===== config.mk =====
export PLATFORM = sky130hd
export DESIGN_NAME = centered_fir_border_padding_unit
export DESIGN_NICKNAME = d
export VERILOG_FILES = /design/src/hdl/cfbp_pkg.sv /design/src/hdl/cfbp_ram.sv /design/src/hdl/centered_fir_border_padding_unit.sv
export SDC_FILE = /design/constraint.sdc
export NUM_CORES = 2
export LEC_CHECK = 0
export BUFFER_PORTS_ARGS = -buffer_cell sky130_fd_sc_hd__buf_2
export CAP_MARGIN = 20
export CORE_MARGIN = 3
export CORE_UTILIZATION = 55
export CTS_BUF_LIST = sky130_fd_sc_hd__clkbuf_16
export CTS_CLUSTER_DIAMETER = 150
export DETAILED_ROUTE_END_ITERATION = 12
export GPL_ROUTABILITY_DRIVEN = 0
export PLACE_DENSITY = 0.71
export SLEW_MARGIN = 20
export SYNTH_ARGS = -nofsm -noshare
export SYNTH_HDL_FRONTEND = slang
export SYNTH_SLANG_ARGS = --single-unit
export TNS_END_PERCENT = 1

===== constraint.sdc =====
create_clock -name clk -period 18.1 [get_ports clk]
set_input_delay 0.905 -clock clk [delete_from_list [all_inputs] [get_ports clk]]
set_output_delay 0.905 -clock clk [all_outputs]
set_load 0.02 [all_outputs]

===== src/hdl/cfbp_pkg.sv =====
`timescale 1ns / 1ps
`default_nettype none
// ----------------------------------------------------------------------------
// cfbp_pkg
// Shared constants and types for the centered FIR border padding unit.
// ----------------------------------------------------------------------------
package cfbp_pkg;

	localparam int MAX_TAPS    = 32;
	localparam int TAP_AW      = $clog2(MAX_TAPS);
	localparam int SAMPLE_BITS = 16;
	localparam int COUNT_BITS  = 20;
	localparam int CNT_W       = 6;
	localparam int OFS_W       = 8;
	localparam int PROD_BITS   = 2 * SAMPLE_BITS;
	localparam int OUT_BITS    = 37;

	localparam logic OP_TAP    = 1'b0;
	localparam logic OP_SAMPLE = 1'b1;

	localparam logic [0:0] REG_PAD_MODE  = 1'b0;
	localparam logic [0:0] REG_TAP_COUNT = 1'b1;

	localparam logic PAD_ZERO = 1'b0;

	typedef enum logic [2:0] {
		S_IDLE = 3'b001,
		S_MAC  = 3'b010,
		S_FIN  = 3'b100
	} state_t;

endpackage
`default_nettype wire


===== src/hdl/cfbp_ram.sv =====
`timescale 1ns / 1ps
`default_nettype none
// ----------------------------------------------------------------------------
// cfbp_ram
// Generic single write port, single read port RAM with registered read.
// ----------------------------------------------------------------------------
module cfbp_ram #(
	parameter int WIDTH = 16,
	parameter int DEPTH = 32
) (
	input  wire  logic                     clk,
	input  wire  logic                     we,
	input  wire  logic [$clog2(DEPTH)-1:0] waddr,
	input  wire  logic [WIDTH-1:0]         wdata,
	input  wire  logic [$clog2(DEPTH)-1:0] raddr,
	output logic       [WIDTH-1:0]         rdata
);

	logic [WIDTH-1:0] mem [DEPTH];

	always_ff @(posedge clk) begin
		if (we) begin
			mem[waddr] <= wdata;
		end
		rdata <= mem[raddr];
	end

endmodule
`default_nettype wire


===== src/hdl/centered_fir_border_padding_unit.sv =====
`timescale 1ns / 1ps
`default_nettype none
// ----------------------------------------------------------------------------
// centered_fir_border_padding_unit
// Centered 1-D correlation with zero or edge-replicate padding. One shared
// 16x16 multiply-accumulate walks the taps, weights and samples sit in RAMs.
// ----------------------------------------------------------------------------
// A tap write, or a sample that yields no result, leaves the unit idle and ready.
// A sample with a result is walked through one MAC per tap in use (T taps), and
// no new beat is accepted until its result is loaded into the output register.
// A final sample yields up to T - T/2 results, one MAC pass for each.
// Reset clears control and the tap valid bits (unwritten taps read as zero) and
// sets zero padding and a tap count of one; no clearing pass.
module centered_fir_border_padding_unit
	import cfbp_pkg::*;
(
	input  wire  logic                          clk,
	input  wire  logic                          arst_n,
	input  wire  logic                          cfg_write,
	input  wire  logic [0:0]                    cfg_index,
	input  wire  logic [CNT_W-1:0]              cfg_data,
	input  wire  logic                          in_valid,
	output logic                                in_ready,
	input  wire  logic                          opcode,
	input  wire  logic [TAP_AW-1:0]             tap_index,
	input  wire  logic signed [SAMPLE_BITS-1:0] data_value,
	input  wire  logic                          sequence_end,
	output logic                                out_valid,
	input  wire  logic                          out_ready,
	output logic signed [OUT_BITS-1:0]          filtered_value,
	output logic                                end_of_output
);

	state_t state_q;

	logic                    pad_mode_q;
	logic [CNT_W-1:0]        tap_count_q;
	logic [MAX_TAPS-1:0]     wvalid_q;
	logic [TAP_AW-1:0]       wp_q;
	logic [SAMPLE_BITS-1:0]  first_sample_q;
	logic [SAMPLE_BITS-1:0]  newest_q;
	logic [COUNT_BITS-1:0]   samples_seen_q;
	logic [COUNT_BITS-1:0]   n_q;
	logic                    last_q;
	logic signed [OFS_W-1:0] r_q;
	logic [TAP_AW-1:0]       k_q;
	logic signed [OUT_BITS-1:0] acc_q;
	logic                    done_q;

	logic [CNT_W-1:0]        t_eff;
	logic [CNT_W-1:0]        half;
	logic [CNT_W-1:0]        look;
	logic [CNT_W-1:0]        mlen;
	logic [TAP_AW-1:0]       k_last;
	logic                    in_fire;
	logic                    tap_we;
	logic                    samp_we;
	logic [TAP_AW-1:0]       samp_waddr;

	logic signed [OFS_W-1:0] e;
	logic [OFS_W-1:0]        negd;
	logic                    above;
	logic                    below;
	logic [TAP_AW-1:0]       samp_raddr;
	logic [SAMPLE_BITS-1:0]  samp_rdata;
	logic [SAMPLE_BITS-1:0]  wgt_rdata;
	logic                    issue;
	logic                    load_out;

	logic                    v_s1, skip_s1, ram_s1, wv_s1, last_s1;
	logic [SAMPLE_BITS-1:0]  xc_s1;
	logic                    v_s2, last_s2;
	logic signed [PROD_BITS-1:0]   prod_s2;
	logic signed [SAMPLE_BITS-1:0] x_sel;
	logic signed [SAMPLE_BITS-1:0] w_sel;

	always_comb begin
		if (tap_count_q == '0) begin
			t_eff = CNT_W'(1);
		end else if (tap_count_q > CNT_W'(MAX_TAPS)) begin
			t_eff = CNT_W'(MAX_TAPS);
		end else begin
			t_eff = tap_count_q;
		end
		half   = t_eff >> 1;
		look   = t_eff - CNT_W'(1) - half;
		mlen   = (samples_seen_q < COUNT_BITS'(look)) ? samples_seen_q[CNT_W-1:0] : look;
		k_last = TAP_AW'(t_eff - CNT_W'(1));
	end

	assign in_ready   = (state_q == S_IDLE);
	assign in_fire    = in_valid && in_ready;
	assign tap_we     = in_fire && (opcode == OP_TAP);
	assign samp_we    = in_fire && (opcode == OP_SAMPLE);
	assign samp_waddr = wp_q + TAP_AW'(1);

	// offset of the needed sample relative to the newest one
	always_comb begin
		e          = r_q + $signed({{(OFS_W-TAP_AW){1'b0}}, k_q})
			- $signed({{(OFS_W-CNT_W){1'b0}}, half});
		negd       = OFS_W'(-e);
		above      = !e[OFS_W-1] && (e != '0);
		below      = e[OFS_W-1] && (n_q < COUNT_BITS'(negd));
		samp_raddr = wp_q - negd[TAP_AW-1:0];
	end

	assign issue    = (state_q == S_MAC);
	assign load_out = (state_q == S_FIN) && done_q && (!out_valid || out_ready);

	cfbp_ram #(.WIDTH(SAMPLE_BITS), .DEPTH(MAX_TAPS)) u_wgt_ram (
		.clk   (clk),
		.we    (tap_we),
		.waddr (tap_index),
		.wdata (data_value),
		.raddr (k_q),
		.rdata (wgt_rdata)
	);

	cfbp_ram #(.WIDTH(SAMPLE_BITS), .DEPTH(MAX_TAPS)) u_samp_ram (
		.clk   (clk),
		.we    (samp_we),
		.waddr (samp_waddr),
		.wdata (data_value),
		.raddr (samp_raddr),
		.rdata (samp_rdata)
	);

	always_ff @(posedge clk or negedge arst_n) begin
		if (!arst_n) begin
			pad_mode_q  <= PAD_ZERO;
			tap_count_q <= CNT_W'(1);
		end else if (cfg_write) begin
			unique case (cfg_index)
				REG_PAD_MODE:  pad_mode_q  <= cfg_data[0];
				REG_TAP_COUNT: tap_count_q <= cfg_data;
				default:       pad_mode_q  <= pad_mode_q;
			endcase
		end
	end

	always_ff @(posedge clk or negedge arst_n) begin
		if (!arst_n) begin
			wvalid_q <= '0;
		end else if (tap_we) begin
			wvalid_q[tap_index] <= 1'b1;
		end
	end

	always_ff @(posedge clk or negedge arst_n) begin
		if (!arst_n) begin
			state_q        <= S_IDLE;
			wp_q           <= '0;
			samples_seen_q <= '0;
			first_sample_q <= '0;
			newest_q       <= '0;
			n_q            <= '0;
			last_q         <= 1'b0;
			r_q            <= '0;
			k_q            <= '0;
		end else begin
			unique case (state_q)
				S_IDLE: begin
					if (samp_we) begin
						wp_q     <= samp_waddr;
						newest_q <= data_value;
						n_q      <= samples_seen_q;
						last_q   <= sequence_end;
						k_q      <= '0;
						if (samples_seen_q == '0) begin
							first_sample_q <= data_value;
						end
						if (sequence_end) begin
							samples_seen_q <= '0;
							r_q            <= -$signed({{(OFS_W-CNT_W){1'b0}}, mlen});
							state_q        <= S_MAC;
						end else begin
							if (!(&samples_seen_q)) begin
								samples_seen_q <= samples_seen_q + COUNT_BITS'(1);
							end
							if (samples_seen_q >= COUNT_BITS'(look)) begin
								r_q     <= -$signed({{(OFS_W-CNT_W){1'b0}}, look});
								state_q <= S_MAC;
							end
						end
					end
				end
				S_MAC: begin
					k_q <= k_q + TAP_AW'(1);
					if (k_q == k_last) begin
						state_q <= S_FIN;
					end
				end
				S_FIN: begin
					if (load_out) begin
						k_q <= '0;
						if (!last_q || r_q == '0) begin
							state_q <= S_IDLE;
						end else begin
							r_q     <= r_q + OFS_W'(1);
							state_q <= S_MAC;
						end
					end
				end
				default: state_q <= S_IDLE;
			endcase
		end
	end

	// MAC pipeline: s1 = RAM read, s2 = product, then accumulate
	always_ff @(posedge clk or negedge arst_n) begin
		if (!arst_n) begin
			v_s1  <= 1'b0;
			v_s2  <= 1'b0;
			last_s1 <= 1'b0;
			last_s2 <= 1'b0;
		end else begin
			v_s1    <= issue;
			last_s1 <= issue && (k_q == k_last);
			v_s2    <= v_s1;
			last_s2 <= last_s1;
		end
	end

	always_ff @(posedge clk) begin
		skip_s1 <= (above || below) && (pad_mode_q == PAD_ZERO);
		ram_s1  <= !above && !below;
		xc_s1   <= above ? newest_q : first_sample_q;
		wv_s1   <= wvalid_q[k_q];
	end

	always_comb begin
		x_sel = ram_s1 ? samp_rdata : xc_s1;
		w_sel = wv_s1 ? wgt_rdata : '0;
	end

	always_ff @(posedge clk) begin
		if (skip_s1) begin
			prod_s2 <= '0;
		end else begin
			prod_s2 <= x_sel * w_sel;
		end
	end

	always_ff @(posedge clk or negedge arst_n) begin
		if (!arst_n) begin
			acc_q  <= '0;
			done_q <= 1'b0;
		end else if (load_out) begin
			acc_q  <= '0;
			done_q <= 1'b0;
		end else if (v_s2) begin
			acc_q <= acc_q + OUT_BITS'(prod_s2);
			if (last_s2) begin
				done_q <= 1'b1;
			end
		end
	end

	always_ff @(posedge clk or negedge arst_n) begin
		if (!arst_n) begin
			out_valid <= 1'b0;
		end else if (load_out) begin
			out_valid <= 1'b1;
		end else if (out_ready) begin
			out_valid <= 1'b0;
		end
	end

	always_ff @(posedge clk) begin
		if (load_out) begin
			filtered_value <= acc_q;
			end_of_output  <= last_q && (r_q == '0);
		end
	end

endmodule
`default_nettype wire


==> qor.yml <==
grt_pass1_vias: 36000
critPathMostFrequentCell: "fa_1"
clockRootBuffer: "clkbuf_16"
period_share_pct: 40.3
setup.worst_path.start_class: "flip-flop"
finalSetupTns_ps: 0
grt_pass1_wl_um: 221000
post_cts_buffers: 0
critPathSlowestCell: "mux2i_1"
crit_path_max_fanout: 31
synth_edf_count: 1062
coreArea_um2: 113000
synth_compound_area_share_pct: 3.61
seq_area_frac_synth_pct: 59.9
synth_mux_area_share_pct: 13.0
crit_family: "adder cells"
synthArstFlopShare_pct: 13.3
layout-drive-gt1-share_pct: 18.9
setup_viol: 0
cts_tree: "built"
max-slew-margin-rel_pct: 30.0
synth_cells: 4181
die_w_um: 345
cp-end-kind: "flip-flop"
cts_resized: 0
crit_end: "prod_s2[29]$_SDFF_PP0_"
hold_viol: 0
vias: 35200
clk_pin_slew_worst_paths_ps: 70
drtIter0Drc: 3587
max_freq_mhz: 137
ant_nets: 0
crit_buf_inv: 3
synth_fa_ha_area_share_pct: 11.8
die_area_um2: 119000
ys_ff_latch: 1321
synthTopCellsByCount: "edfxtp_1, nand2_1, inv_1, nor2_1, mux4_2"
drc: 0
syn_avg_cell_area_um2: 15.1
rr_startpoint: "ram_s1$_DFF_P_"
netlist_area_um2: 63300
synth_area_leader_cell: "edfxtp_1"
hp-class: "input port to asynchronous set/reset pin"
arrival_ps: 7880
cts_made_buffers: 137
synth_top_family_by_area: "multiplexers"
synth-simple-area-share_pct: 6.92
fin_skew_ps: 30.6
die_h_um: 345
netlist.area_leader.share_pct: 50.3
grt_max_degree: 80
vias_per_cell: 5.92
status: "complete, no violations"
grt_overflow_total: 0
grtUsageTotal_pct: 24.3
num-nets-final: 4815
drt_first_pass_iters: 6
avgRoutedWirePerCell_um: 24.0
design.portCount: 75
fin_crit_ps: 7290
rsz0062_at_grt: "no"
diodes: 0
r2r_slack_ps: 10810
drt_wl_total_um: 143000
hold_buffers: 0
grt_antenna_before_repair: 0
cap_violations: 0
crit_chain: "buf_4 > mux2i_1 > nor2_1 > fa_1 > inv_1 > fa_1 > fa_1 > fa_1 > fa_1 > fa_1 > inv_1 > ha_1 > a211oi_1 > nand2_1 > nor4_1 > o21ai_2 > a311oi_2 > o21ai_2 > o31ai_2 > xor2_1 > nor2_1"
cp_slowest_stage_delay_ps: 800
post_synth_xor_area_fraction_pct: 1.63
cts_sinks: 1321
clk_path_buf_depth: 3
cp.depth: 21
hpwlAfterDp_um: 90400
port_buffers: 74
row_count: 123
clk_latency_ps: 750
synth.most_common_cell: "edfxtp_1"
start_util_pct: 55.8
tightest_slew_ps: 1050
htree_num_levels: 4
ys.flop_type: "edfxtp_1"
crit_type: "flip-flop to flip-flop"
cp.required_ps: 18690
ys_warn_count: 0
synth.area.top_cells: "edfxtp_1, mux4_2, fa_1, dfrtp_1, ha_1"
final-max-slew-violation-count: 0
ys_types: 95
startpoint: "ram_s1$_DFF_P_"
syn_to_final_growth_pct: 11.1
r2r-end: "prod_s2[29]$_SDFF_PP0_"
reg2reg_depth: 21
syn_nets: 4650
==> registers in the layout, indices dropped and copies added (netlist names), 3 cells and up <==
name	count
acc_q	37
filtered_value	37
first_sample_q	16
k_q	5
n_q	20
newest_q	16
prod_s2	32
r_q	8
samples_seen_q	20
state_q	3
tap_count_q	6
u_samp_ram.mem	512
u_samp_ram.rdata	16
u_wgt_ram.mem	512
u_wgt_ram.rdata	16
wp_q	5
wvalid_q	32
xc_s1	16
==> stage by stage <==
stage / hold WS (ps) / area (um2) / setup slack, ps / cells / utilization [%]
after floorplan: 331 / 63300 / 11350 / 4181 / -
after global placement: 334 / 65900 / 10950 / 5706 / 58.1
after global routing: 223 / 70400 / 10430 / 5955 / 62.1
after detailed placement: 335 / 65900 / 10880 / 5706 / 58.1
final: 195 / 70400 / 10810 / 5955 / 62.1
after CTS: 178 / 70400 / 10850 / 5954 / 62.1
==> worst min-delay path by stage <==
| stage | to | slack [ps] | depth (start not counted) |
|---|---|---|---|
| 5_1_grt | samples_seen_q[11]$_DFFE_PN0P_ | 220 | 1 |
| 2_1_floorplan | last_s2$_DFF_PN0_ | 330 | 0 |
| 3_3_place_gp | last_s2$_DFF_PN0_ | 330 | 0 |
| 3_5_place_dp | last_s2$_DFF_PN0_ | 330 | 0 |
| 4_1_cts | samples_seen_q[10]$_DFFE_PN0P_ | 180 | 1 |
| 6_report | samples_seen_q[12]$_DFFE_PN0P_ | 190 | 1 |
==> layout make-up <==
cell class	instances	area [um2]
Multi-Input combinational cell	2344	23500
Fill cell	8221	43000
Clock buffer	140	3500
Inverter	358	1340
Clock inverter	108	993
Timing Repair Buffer	184	1200
Tap cell	1500	1880
Sequential cell	1321	38000
==> cells by family after synthesis <==
family | Yosys count
compound gates | 351
xor+xnor | 118
fa+ha+maj | 434
buf+inv | 516
flops | 1321
mux | 440
simple gates | 1001
==> cells in the final DEF, fill, tap and decap left out, drive strengths merged, types with 41 or more instances in the layout <==
| cell | instances |
|---|---|
| a21oi | 119 |
| buf | 183 |
| clkbuf | 141 |
| clkinv | 60 |
| dfrtp | 174 |
| dfxtp | 83 |
| edfxtp | 1062 |
| fa | 271 |
| ha | 163 |
| inv | 385 |
| mux2 | 73 |
| mux2i | 69 |
| mux4 | 298 |
| nand2 | 413 |
| nand3 | 46 |
| nor2 | 332 |
| o21ai | 85 |
| or2 | 41 |
| xnor2 | 68 |
| xor2 | 50 |
==> per-layer routing <==
metal | GRT usage [%] | vias up | share of wire, %
met5 | 0 | - | 0
met1 | 35.7 | 18100 | 42
met3 | 4.36 | 216 | 7.8
met2 | 38.1 | 1435 | 47
met4 | 6.56 | 0 | 2.3
li1 | - | 15500 | -
Power is not shown: default switching activity piles up to over one toggle a cycle in this logic, so the estimate is an artifact.
